==> config.mk <==
export PLATFORM = sky130hd
export DESIGN_NAME = param_record_verifier
export DESIGN_NICKNAME = d
export VERILOG_FILES = /design/src/rtl/core/prv_pkg.sv /design/src/rtl/core/prv_in_stage.sv /design/src/rtl/core/prv_check.sv /design/src/rtl/core/param_record_verifier.sv
export SDC_FILE = /design/constraint.sdc
export NUM_CORES = 1
export LEC_CHECK = 0
export CAP_MARGIN = 20
export CORE_UTILIZATION = 55
export DETAILED_ROUTE_END_ITERATION = 6
export DONT_BUFFER_PORTS = 1
export GPL_TIMING_DRIVEN = 0
export PLACE_DENSITY = 0.74
export SLEW_MARGIN = 20
export SYNTH_ARGS = -nofsm -noshare
export SYNTH_HDL_FRONTEND = slang
export SYNTH_SLANG_ARGS = --single-unit
export TNS_END_PERCENT = 5
==> constraint.sdc <==
create_clock -name clk -period 7.4 [get_ports clk]
set_clock_uncertainty 0.05 [all_clocks]
set_input_delay 1.48 -clock clk [delete_from_list [all_inputs] [get_ports clk]]
set_output_delay 1.48 -clock clk [all_outputs]
set_load 0.005 [all_outputs]
==> src/rtl/core/prv_pkg.sv <==
`default_nettype none

package prv_pkg;

  localparam int unsigned MAX_PAYLOAD_BYTES_DEF = 4096;
  localparam int unsigned HEADER_BYTES_DEF      = 32;

  localparam int unsigned BYTE_W   = 8;
  localparam int unsigned WORD_W   = 32;
  localparam int unsigned SIZE_W   = 13;
  localparam int unsigned STATUS_W = 3;
  localparam int unsigned CFG_W    = 32;
  localparam int unsigned CFG_IDX_W = 1;

  localparam logic [WORD_W-1:0] RECORD_MAGIC = 32'h4452_5058;
  localparam logic [WORD_W-1:0] CRC_POLY     = 32'hEDB8_8320;
  localparam logic [WORD_W-1:0] CRC_PRESET   = 32'hFFFF_FFFF;

  // register indexes on the configuration port
  localparam logic [CFG_IDX_W-1:0] CFG_LAYOUT_VERSION = 1'd0;
  localparam logic [CFG_IDX_W-1:0] CFG_PAYLOAD_SIZE   = 1'd1;

  typedef enum logic [STATUS_W-1:0] {
    ST_OK          = 3'd0,
    ST_BAD_MAGIC   = 3'd1,
    ST_BAD_VERSION = 3'd2,
    ST_BAD_SIZE    = 3'd3,
    ST_BAD_CRC     = 3'd4
  } status_t;

  typedef struct packed {
    logic [BYTE_W-1:0] data_byte;
    logic              first_byte;
  } prv_item_t;

  typedef struct packed {
    status_t           status;
    logic [WORD_W-1:0] computed_crc;
  } prv_result_t;

  // reflected crc-32, one byte, lsb first
  function automatic logic [WORD_W-1:0] crc_byte(input logic [WORD_W-1:0] crc,
                                                 input logic [BYTE_W-1:0] b);
    logic [WORD_W-1:0] c;
    c = crc ^ {{(WORD_W-BYTE_W){1'b0}}, b};
    for (int k = 0; k < BYTE_W; k++) begin
      c = c[0] ? ((c >> 1) ^ CRC_POLY) : (c >> 1);
    end
    return c;
  endfunction

endpackage

`default_nettype wire

==> src/rtl/core/prv_in_stage.sv <==
`default_nettype none

module prv_in_stage (
  input  wire logic               clk,
  input  wire logic               rst,
  input  wire logic               s_valid,
  output logic                    s_ready,
  input  wire prv_pkg::prv_item_t s_item,
  input  wire logic               take,
  output logic                    q_valid,
  output prv_pkg::prv_item_t      q_item
);
  import prv_pkg::*;

  // a held request leaves as a new one comes in
  assign s_ready = !q_valid || take;

  always_ff @(posedge clk) begin
    if (rst) begin
      q_valid <= 1'b0;
    end else if (s_ready) begin
      q_valid <= s_valid;
    end
  end

  always_ff @(posedge clk) begin
    if (s_ready && s_valid) begin
      q_item <= s_item;
    end
  end

endmodule

`default_nettype wire

==> src/rtl/core/prv_check.sv <==
`default_nettype none

module prv_check #(
  parameter int unsigned MAX_PAYLOAD_BYTES = prv_pkg::MAX_PAYLOAD_BYTES_DEF,
  parameter int unsigned HEADER_BYTES      = prv_pkg::HEADER_BYTES_DEF
) (
  input  wire logic                          clk,
  input  wire logic                          rst,
  input  wire logic                          cfg_we,
  input  wire logic [prv_pkg::CFG_IDX_W-1:0] cfg_index,
  input  wire logic [prv_pkg::CFG_W-1:0]     cfg_data,
  input  wire logic                          in_valid,
  input  wire prv_pkg::prv_item_t            in_item,
  output logic                               take,
  output logic                               out_valid,
  input  wire logic                          out_ready,
  output prv_pkg::prv_result_t               out_result
);
  import prv_pkg::*;

  localparam int unsigned POS_W = $clog2(HEADER_BYTES + MAX_PAYLOAD_BYTES + 1);
  localparam int unsigned CMP_W = (POS_W > SIZE_W) ? POS_W : SIZE_W;
  localparam logic [POS_W-1:0]  HB_POS  = POS_W'(HEADER_BYTES);
  localparam logic [POS_W-1:0]  HB_LAST = POS_W'(HEADER_BYTES - 1);
  localparam logic [WORD_W-1:0] MAX_SZ  = WORD_W'(MAX_PAYLOAD_BYTES);

  logic [WORD_W-1:0] layout_version;
  logic [SIZE_W-1:0] payload_size;

  logic [POS_W-1:0]  byte_position, byte_position_next;
  logic [WORD_W-1:0] field_shift, field_shift_next;
  logic [WORD_W-1:0] stored_check, stored_check_next;
  logic [WORD_W-1:0] running_check, running_check_next;
  logic              record_done, record_done_next;

  logic              fire;
  logic              res_hit;
  prv_result_t       res;

  // state as seen by this byte, after a restart mark
  logic [POS_W-1:0]  pos_e;
  logic [WORD_W-1:0] fs_e, sc_e, rc_e;
  logic              done_e;

  assign take = !out_valid || out_ready;
  assign fire = in_valid && take;

  always_ff @(posedge clk) begin
    if (rst) begin
      layout_version <= '0;
      payload_size   <= '0;
    end else if (cfg_we) begin
      unique case (cfg_index)
        CFG_LAYOUT_VERSION: layout_version <= cfg_data;
        CFG_PAYLOAD_SIZE:   payload_size   <= cfg_data[SIZE_W-1:0];
        default: ;
      endcase
    end
  end

  always_comb begin
    if (in_item.first_byte) begin
      pos_e  = '0;
      fs_e   = '0;
      sc_e   = '0;
      rc_e   = CRC_PRESET;
      done_e = 1'b0;
    end else begin
      pos_e  = byte_position;
      fs_e   = field_shift;
      sc_e   = stored_check;
      rc_e   = running_check;
      done_e = record_done;
    end
  end

  always_comb begin
    logic [WORD_W-1:0] word;
    logic [WORD_W-1:0] crc_fin;
    logic [POS_W-1:0]  cnt;
    byte_position_next = byte_position;
    field_shift_next   = field_shift;
    stored_check_next  = stored_check;
    running_check_next = running_check;
    record_done_next   = record_done;
    res_hit            = 1'b0;
    res.status         = ST_OK;
    res.computed_crc   = '0;
    word    = fs_e | (WORD_W'(in_item.data_byte) << {pos_e[1:0], 3'b000});
    crc_fin = '0;
    cnt     = pos_e - HB_POS + POS_W'(1);
    if (fire) begin
      byte_position_next = pos_e;
      field_shift_next   = fs_e;
      stored_check_next  = sc_e;
      running_check_next = rc_e;
      record_done_next   = done_e;
      if (!done_e) begin
        byte_position_next = pos_e + POS_W'(1);
        if (pos_e < HB_POS) begin
          field_shift_next = word;
          if (pos_e[1:0] == 2'd3) begin
            field_shift_next = '0;
            if (pos_e[POS_W-1:2] == (POS_W-2)'(0) && word != RECORD_MAGIC) begin
              res_hit    = 1'b1;
              res.status = ST_BAD_MAGIC;
            end else if (pos_e[POS_W-1:2] == (POS_W-2)'(1) && word != layout_version) begin
              res_hit    = 1'b1;
              res.status = ST_BAD_VERSION;
            end else if (pos_e[POS_W-1:2] == (POS_W-2)'(2) &&
                         (word != WORD_W'(payload_size) ||
                          WORD_W'(payload_size) > MAX_SZ)) begin
              res_hit    = 1'b1;
              res.status = ST_BAD_SIZE;
            end else if (pos_e[POS_W-1:2] == (POS_W-2)'(3)) begin
              stored_check_next = word;
            end
          end
          // empty payload: verdict on the last header byte
          if (!res_hit && pos_e == HB_LAST && payload_size == '0) begin
            crc_fin          = ~rc_e;
            res_hit          = 1'b1;
            res.computed_crc = crc_fin;
            res.status       = (crc_fin == stored_check_next) ? ST_OK : ST_BAD_CRC;
          end
        end else begin
          running_check_next = crc_byte(rc_e, in_item.data_byte);
          if (CMP_W'(cnt) >= CMP_W'(payload_size)) begin
            crc_fin          = ~running_check_next;
            res_hit          = 1'b1;
            res.computed_crc = crc_fin;
            res.status       = (crc_fin == sc_e) ? ST_OK : ST_BAD_CRC;
          end
        end
        if (res_hit) begin
          record_done_next = 1'b1;
        end
      end
    end
  end

  always_ff @(posedge clk) begin
    if (rst) begin
      byte_position <= '0;
      field_shift   <= '0;
      stored_check  <= '0;
      running_check <= CRC_PRESET;
      record_done   <= 1'b1;
      out_valid     <= 1'b0;
    end else begin
      byte_position <= byte_position_next;
      field_shift   <= field_shift_next;
      stored_check  <= stored_check_next;
      running_check <= running_check_next;
      record_done   <= record_done_next;
      if (fire) begin
        out_valid <= res_hit;
      end else if (out_ready) begin
        out_valid <= 1'b0;
      end
    end
  end

  always_ff @(posedge clk) begin
    if (fire && res_hit) begin
      out_result <= res;
    end
  end

  a_result_from_request: assert property (@(posedge clk) disable iff (rst)
    (out_valid && !$past(out_valid)) |-> $past(fire))
    else $error("result appeared without an accepted request");

  a_header_error_zero_crc: assert property (@(posedge clk) disable iff (rst)
    (out_valid && (out_result.status == ST_BAD_MAGIC ||
                   out_result.status == ST_BAD_VERSION ||
                   out_result.status == ST_BAD_SIZE))
    |-> out_result.computed_crc == '0)
    else $error("header error carries a non-zero crc");

  a_ok_matches_stored: assert property (@(posedge clk) disable iff (rst)
    (out_valid && out_result.status == ST_OK) |-> out_result.computed_crc == stored_check)
    else $error("ok result does not match the stored crc");

  a_done_after_result: assert property (@(posedge clk) disable iff (rst)
    (fire && res_hit) |=> record_done)
    else $error("record not closed after a result");

endmodule

`default_nettype wire

==> src/rtl/core/param_record_verifier.sv <==
// channel  | direction | tdata (lowest bit up)              | tuser
// s_axis   | in        | data_byte[7:0]                     | first_byte
// m_axis   | out       | status[2:0], computed_crc[34:3]    | -
// cfg      | in        | cfg_index 0 layout_version, 1 payload_size, no read-back
//
// one byte per cycle while m_axis is not stalled; an accepted byte waits in the input
// register, and the unrolled 8-bit crc step sits between the input and result registers.
// a result shows on the byte that closes the record: a failed header word, the last
// payload byte, or the last header byte when payload_size is zero.
// rst clears the pipeline and leaves the block waiting for a byte marked first_byte.
// input and output stall independently; the input register takes a new byte while
// a result waits, and the input stops only when that byte is held as well.
`default_nettype none

module param_record_verifier #(
  parameter int unsigned MAX_PAYLOAD_BYTES = prv_pkg::MAX_PAYLOAD_BYTES_DEF,
  parameter int unsigned HEADER_BYTES      = prv_pkg::HEADER_BYTES_DEF
) (
  input  wire logic                          clk,
  input  wire logic                          rst,
  input  wire logic                          s_axis_tvalid,
  output logic                               s_axis_tready,
  input  wire logic [7:0]                    s_axis_tdata,  // data_byte
  input  wire logic                          s_axis_tuser,  // first_byte
  output logic                               m_axis_tvalid,
  input  wire logic                          m_axis_tready,
  output logic [39:0]                        m_axis_tdata,  // status, computed_crc, zero pad
  input  wire logic                          cfg_we,
  input  wire logic [prv_pkg::CFG_IDX_W-1:0] cfg_index,
  input  wire logic [prv_pkg::CFG_W-1:0]     cfg_data
);
  import prv_pkg::*;

  prv_item_t   s_item;
  prv_item_t   q_item;
  logic        q_valid;
  logic        take;
  prv_result_t result;

  assign s_item.data_byte  = s_axis_tdata;
  assign s_item.first_byte = s_axis_tuser;

  prv_in_stage u_in_stage (
    .clk     (clk),
    .rst     (rst),
    .s_valid (s_axis_tvalid),
    .s_ready (s_axis_tready),
    .s_item  (s_item),
    .take    (take),
    .q_valid (q_valid),
    .q_item  (q_item)
  );

  prv_check #(
    .MAX_PAYLOAD_BYTES (MAX_PAYLOAD_BYTES),
    .HEADER_BYTES      (HEADER_BYTES)
  ) u_check (
    .clk        (clk),
    .rst        (rst),
    .cfg_we     (cfg_we),
    .cfg_index  (cfg_index),
    .cfg_data   (cfg_data),
    .in_valid   (q_valid),
    .in_item    (q_item),
    .take       (take),
    .out_valid  (m_axis_tvalid),
    .out_ready  (m_axis_tready),
    .out_result (result)
  );

  assign m_axis_tdata = {5'b0_0000, result.computed_crc, result.status};

endmodule

`default_nettype wire
Word-level counts from Yosys, hierarchy flattened
Cells that the tools add are included.

cells by class
  muxes and demuxes = 56
  bitwise logic cells = 14
  reductions and logical operators = 20
  magnitude comparators = 3
  eq/ne operators = 10
  $add $sub $neg = 3
  shifts and indexed selects = 1

operator list
  cell                                                          count
  two-way mux 32 bit                                            26
  NOT 13 -> 14 bit                                              8
  two-way mux 35 bit                                            3
  equality test 32 bit                                          2
  NOT 32 bit                                                    2
  inequality test 32 x 13 -> 1 bit                              1
  inequality test 32 x 31 -> 1 bit (second input constant)      1
  inequality test 32 bit                                        1
  OR 32 bit                                                     1
  << shifter 8 x 5 -> 32 bit                                    1
  XOR 32 x 8 -> 32 bit                                          1
  adder 13 x 1 -> 13 bit (second input constant)                2
  two-way mux 13 bit                                            2
  equality test 11 x 2 -> 1 bit (second input constant)         2
  two-way mux 1 bit                                             19
  two-way mux 3 bit                                             5
  equality test 13 x 5 -> 1 bit (second input constant)         1
  greater-or-equal comparator 13 bit                            1
  greater-than comparator 13 bit (second input constant)        1
  logical NOT 13 bit                                            1
  less-than comparator 13 x 6 -> 1 bit (second input constant)  1
  subtractor 13 x 6 -> 13 bit (second input constant)           1
  equality test 11 x 1 -> 1 bit (second input constant)         1
  logical NOT 11 bit                                            1
  other kinds (9)                                               22

storage, ports and cells
  register bits after elaboration = 201
  output and inout port bits = 42

Depth between registers and ports, before layout
Gate-level depths: netlist of run 1.

  depth in word-level cells = 23
  depth in mapped cells = 23
  mapped depth without buffers = 14

Cells and area by module
A second synthesis of run 1 with hierarchy kept.

unflattened totals
  cell total of the unflattened synthesis = 1487
  area, all modules = 12504.5 um2

by module, submodules not included
  module                 times used  cells an instance  seq. area each (um2)  area an instance (um2)
  prv_check              1           1467               4174.0                12137.9
  prv_in_stage           1           14                 290.3                 325.3
  param_record_verifier  1           6                  0.0                   41.3

Worst setup path after synthesis of run 1
OpenSTA, ideal clock, no wires.

  path kind = reg-to-reg
  start point = register, netlist name u_in_stage.q_item[0]
  end point = register u_check.out_result[0] (netlist name), enable pin
  cell stages (with the launch flop) = 22
  data arrival time = 5.909 ns
  library setup time = 0.450 ns
  data required time = 6.900 ns
  period minus slack after synthesis = 6.409 ns
  setup slack = 0.991 ns
  cells stage by stage = edfxtp_1 buf_4 buf_2 buf_2 buf_1 buf_2 buf_1 clkbuf_1 clkbuf_1 nor2b_1 ha_1 nand3_1 nor2_1 nor4_1 xnor2_1 nand2_1 ha_1 nand4_1 a211o_1 a21oi_1 o31ai_2 a31oi_1

between the ends
  longest elaborated chain between the ends = 23
  elaborated cells between the ends (all ways) = 39

RTL lines
  element                                                                               RTL line          source
  parallel branches: the longest is 20 deep, another holds subtractor 13 x 6 -> 13 bit  -
  two-way mux 1 bit *                                                                   prv_check.sv:98   if (!done_e) begin
  two-way mux 1 bit *                                                                   prv_check.sv:92   if (fire) begin
  logical AND 1 bit *                                                                   prv_check.sv:165  if (fire && res_hit) begin
  to (signal assigned)                                                                  prv_check.sv:166  out_result <= res;
  to (decl)                                                                             prv_check.sv:17   output prv_pkg::prv_result_t out_result

Mark *: on every way between the ends. The select of a mux whose other input is x is not followed.
A chain may end at the register's enable or synchronous reset.

Worst setup path after layout of run 1
  start point = register, netlist name u_in_stage.q_item[0]
  end point = register u_check.out_result[4] (netlist name), data pin

between the ends
  longest elaborated chain between the ends = 18
  elaborated cells between the ends (all ways) = 51

RTL lines
  element
  parallel branches: the longest is 18 deep, another holds subtractor 13 x 6 -> 13 bit

Parallel ways; which one is timed is not known. The select of a mux whose other input is x is not followed.

==> flow_summary.toml, run 1 <==
[place]
dp_cells = 1723
dp_slack_ps = -38.0
dp_hpwl_um = 33000
port_buffers = 0
postPlaceCellArea_um2 = 12600
gp_congestion = 0.999

[synth]
synth_area_leaders = "dfxtp_1 26%, edfxtp_1 11%, xnor2_1 9.7%"
synth.largest_area_cell = "dfxtp_1"
synth_top_area_frac = 0.258
ys_warn_count = 0
async_flop_share = 0
postSynthAreaPerCell_um2 = 8.46
synth_edf_count = 44
synth_cells = 1438
yosys.cell_count.top_type = "nor2_1"
ys_seq_area_frac = 0.367
yosysUniqueCellTypes = 78
syn_area_um2 = 12200
ys_ff_latch = 201
synth_ff_type = "dfxtp_1"
synth_common_cells = "182 x nor2_1, 157 x dfxtp_1, 143 x nand2_1"

[detailed_routing]
vias = 11344
ant_nets = 0
drt_pass1_iterations = 7
drt-wirelength-per-cell_um = 24.7
drc = 7
viasPerCell = 6.43
drtIter0Drc = 1358
wl_um = 43700

[finish]
final_core_util = 0.615
design_area_um2 = 13400
drive_gt1_frac = 0.0593
area_growth_syn_to_layout_pct = 10.0
final_cells = 1764
regArea_um2 = 4460
nNetsFinal = 1527
n_antenna_cell = 0
fillers = 1968
multi_input_area_um2 = 7130

[worst_setup_path]
path_class = "flop to flop"
path_buf_inv = 8
cpMostUsedCell = "buf_2"
crit_arrival_ps = 7150
cp_max_fo = 19
cp_slowest_stage_delay_ps = 700
crit_chain = "buf_4 > buf_2 > buf_2 > buf_1 > buf_2 > clkbuf_2 > clkbuf_1 > nor2b_1 > ha_1 > nand3_1 > nor2_1 > or3_1 > nand3_1 > ha_1 > a21o_1 > a21o_1 > a21oi_1 > a21oi_1 > o31ai_4 > clkbuf_1 > o22a_1 > nor2_1"
startpoint_type = "flop"
cp-end-kind = "flop"
critPathSlowestCell = "o31ai_4"
cp_top_family = "buffers and inverters"
critical_path_required_ps = 7630

[power]
leakagePower_nw = 4.46
powerDensity_nw_per_um2 = 218
ir_worst_vdd_mv = 0.160

[global_route]
grt_pass1_vias = 10692
track_usage = 0.389
grt_pass1_wl_um = 65000
grt_overflow = 0
antenna_found_initial = 0
grt_max_degree = 25

[clock_tree]
cts_setup_buffers = 0
cts_buffers = 23
clk_latency_ps = 540
hold_buffers = 0
clockBufferDepth = 3
root_buffer = "clkbuf_16"
cts.clk_slew.worst_paths_ps = 60
cts_tree = "built"
cts_sinks = 201
htree_levels = 1

[sta]
min_period_ps = 6920
tightestPinTransition_ps = 1130
timing.final.ws_setup_ps = 476
hold_slack_ps = 417
slew_viol_final = 0
period_share = 0.936
finalHoldViolCount = 0
rsz0062_at_grt = "no"
relSlewSlack = 0.249
fmax_mhz = 144
report.final.setup_viol = 0

[floorplan]
fp.dieW_um = 151
dieArea_um2 = 22700
ioPinCount = 89
rows = 54
die_h_um = 151
core-area_um2 = 21800
initial_utilization = 0.559

[worst_hold_path]
min_path_type = "flop to flop"

[run_status]
status = "finished with violations"
violations = "DRC"

[flow_run]
cap_violations = 0
final cells by class:
| type | count | share of cell area |
|---|---|---|
| Multi-Input combinational cell | 1097 | 0.533 |
| Tap cell | 280 | 0.0262 |
| Clock buffer | 34 | 0.0514 |
| Sequential cell | 201 | 0.334 |
| Clock inverter | 8 | 0.00860 |
| Buffer | 118 | 0.0379 |
| Timing Repair Buffer | 1 | 0.00206 |
| Inverter | 25 | 0.00701 |
stage by stage:
step                      power [mW]  TNS, ps
after floorplan                 1.55        0
after global placement          1.71   -73470
after detailed placement        1.71    -1200
after CTS                       2.91        0
after global routing            2.98        0
final                           2.92        0
tightest hold or removal path, stage by stage (launching register included):
cell     delay, ps
dfxtp_1        320
nand2_1         50
a21oi_1         50
metal layers:
metal	share of wire	GRT usage
met3	0.090	0.0636
met5	0	0
met2	0.45	0.619
met1	0.39	0.482
met4	0.078	0.268
flip-flops by register name, indices dropped and copies added, names as in the netlist, 9 cells and up:
name,cells
u_check.running_check,32
u_in_stage.q_item,9
u_check.payload_size,13
u_check.field_shift,32
u_check.out_result,35
u_check.layout_version,32
u_check.byte_position,13
u_check.stored_check,32
worst paths after layout:
check	cells past startpoint	to	start	slack [ps]
max	22	u_check.out_result[4]	u_in_stage.q_item[0]	480
min	2	u_check.layout_version[8]	u_check.layout_version[8]	420
max reg2reg	22	u_check.out_result[4]	u_in_stage.q_item[0]	480
min reg2reg	2	u_check.layout_version[8]	u_check.layout_version[8]	420
cell usage in the layout (no fill, tap or decap), types with 15 or more instances in the layout:
cell,count
o22ai_1,32
nand4_1,25
o22a_1,32
clkbuf_16,24
xnor2_1,134
nand2b_1,36
dfxtp_1,157
o21ai_0,35
a21oi_1,119
buf_2,17
a31oi_1,15
nor2_1,182
clkbuf_1,87
a22oi_1,56
nand2_1,143
nor3_1,27
edfxtp_1,44
nor4_1,25
xor2_1,53
nand3_1,16
inv_1,24
power by group:
| part | switching [mW] | total (mW) | internal (mW) |
|---|---|---|---|
| Sequential | 0.0139 | 1.15 | 1.14 |
| Clock | 0.496 | 1.22 | 0.721 |
| Combinational | 0.355 | 0.556 | 0.201 |
| Total | 0.865 | 2.92 | 2.06 |
logic make-up (layout without fill, tap and decap cells):
family,Yosys count,count (layout),share of synthesized area
AOI/OAI and AO/OA,351,351,0.187
xor gates and xnor gates,212,212,0.181
adders and majority gates,13,13,0.0134
buffers and inverters,144,186,0.0496
DFF,201,201,0.367
muxes,4,4,0.00329
other,1,5,0.000308
and+or+nand+nor,512,512,0.199
repair_timing:
action,in CTS,in global routing
setup endpoints to repair,54,65
cloned,0,0
resized for setup,1,0
Note: power is estimated with default switching activity, not from simulation.
==> run 2, diff against run 1 <==
--- a/config.mk
+++ b/config.mk
@@ -7,10 +7,12 @@
 export LEC_CHECK = 0
 export CAP_MARGIN = 20
 export CORE_UTILIZATION = 55
+export CTS_CLUSTER_DIAMETER = 50
 export DETAILED_ROUTE_END_ITERATION = 6
 export DONT_BUFFER_PORTS = 1
 export GPL_TIMING_DRIVEN = 0
 export PLACE_DENSITY = 0.74
+export REMOVE_ABC_BUFFERS = 1
 export SLEW_MARGIN = 20
 export SYNTH_ARGS = -nofsm -noshare
 export SYNTH_HDL_FRONTEND = slang
==> constraint.sdc (replaced) <==
create_clock -name clk -period 8.4 [get_ports clk]
set_clock_uncertainty 0.05 [all_clocks]
set_input_delay 1.68 -clock clk [delete_from_list [all_inputs] [get_ports clk]]
set_output_delay 1.68 -clock clk [all_outputs]
set_load 0.005 [all_outputs]
==> flow_summary.toml, run 2 (synthesis gave the netlist of run 1 again) <==
[clock_tree]
cts_tree = "built"
cts.clk_slew.worst_paths_ps = 60
clockBufferDepth = 3
cts-resized-gates = 0
hold_buffers = 0
htree_levels = 1
cts_buffers = 25
cts_sinks = 201
cts_setup_buffers = 0
root_buffer = "clkbuf_16"
clk_latency_ps = 520

[floorplan]
ioPinCount = 89
core-area_um2 = 21800
rows = 54
initial_utilization = 0.559
fp.dieW_um = 151
dieArea_um2 = 22700
die_h_um = 151

[sta]
rsz0062_at_grt = "no"
timing.final.ws_setup_ps = 3350
fmax_mhz = 198
report.final.setup_viol = 0
relSlewSlack = 0.282
min_period_ps = 5050
finalHoldViolCount = 0
fin_setup_tns_ps = 0
slew_viol_final = 0
hold_slack_ps = 416
tightestPinTransition_ps = 1080
period_share = 0.601

[place]
port_buffers = 0
dp_slack_ps = 3430
dp_hpwl_um = 24600
gp_congestion = 0.959
postPlaceCellArea_um2 = 12400

[finish]
fillers = 1934
design_area_um2 = 13200
drive_gt1_frac = 0.0693
final_common_cell = "nor2_1"
multi_input_area_um2 = 7190
regArea_um2 = 4460
n_antenna_cell = 0
nNetsFinal = 1427
largest_reg_flops = 35
area_growth_syn_to_layout_pct = 8.83
regMostFlops = "u_check.out_result"
final_cell_mix = "180 x nor2_1, 157 x dfxtp_1, 141 x nand2_1, 133 x xnor2_1, 119 x a21oi_1"

[flow_run]
cap_violations = 0

[power]
report.power.total_mw = 2.50
powerDensity_nw_per_um2 = 189
ir_worst_vdd_mv = 0.161
leakagePower_nw = 4.41

[detailed_routing]
wl_um = 35400
drt_pass1_iterations = 5
drt-wirelength-per-cell_um = 21.3
viasPerCell = 6.33
drc = 0
vias = 10532
drtIter0Drc = 1162
ant_nets = 0

[worst_setup_path]
crit_arrival_ps = 5260
r2r_slack_ps = 3350
startpoint_type = "flop"
critical_path_required_ps = 8620
cp-end-kind = "flop"
cp_max_fo = 18
path_class = "flop to flop"

[global_route]
grt_max_degree = 158
grt_overflow = 0
antenna_found_initial = 0
grt_pass1_wl_um = 54900
track_usage = 0.312
grt_pass1_vias = 9556

[run_status]
status = "complete, no violations"

[worst_hold_path]
min_path_type = "flop to flop"
run 2: path summary, 6_finish.rpt:
kind,startpoint,end,cells past startpoint
setup reg to reg,u_in_stage.q_item[0],u_check.out_result[19],17
hold reg to reg,u_check.layout_version[6],u_check.layout_version[6],2
setup / recovery,u_in_stage.q_item[0],u_check.out_result[19],17
hold / removal,u_check.layout_version[6],u_check.layout_version[6],2
run 2: layer usage:
layer	vias to the layer above	GRT usage	part of all wire
met1	4996	0.429	0.43
met5	-	0	0
li1	4924	-	-
met4	0	0.131	0.044
met2	509	0.483	0.44
met3	103	0.0530	0.087
run 2: worst max-delay path, cell delays in order, from the launching register on:
cell,delay (ps)
edfxtp_1,720
buf_8,300
nor2b_1,170
ha_1,530
nand3_1,170
nor2_1,410
or3_1,180
nand3_1,80
ha_1,340
a21o_1,160
a21o_1,170
a21oi_1,150
a21oi_1,130
o31ai_4,530
buf_6,250
buf_6,210
o22a_1,180
nor2_1,40
run 2: where the power goes:
group	internal [mW]	switching (mW)	leakage, nW	total (mW)
Sequential	1.00	0.0338	1.60	1.03
Combinational	0.179	0.236	2.41	0.415
Clock	0.609	0.437	0.402	1.05
Total	1.79	0.707	4.41	2.50
run 2: final cells by class:
class / instances / area share
multi-input cells: 1097 / 0.544
flip-flops and latches: 201 / 0.337
clock buffers: 29 / 0.0507
well taps: 280 / 0.0265
repair buffers: 17 / 0.0243
clock inverters: 16 / 0.0103
inverters: 25 / 0.00728
run 2: per-stage QoR:
stage                     cells  utilization
after floorplan            1323            -
final                      1665        0.608
after global routing       1665        0.608
after detailed placement   1620        0.571
after global placement     1603        0.552
after CTS                  1665        0.608
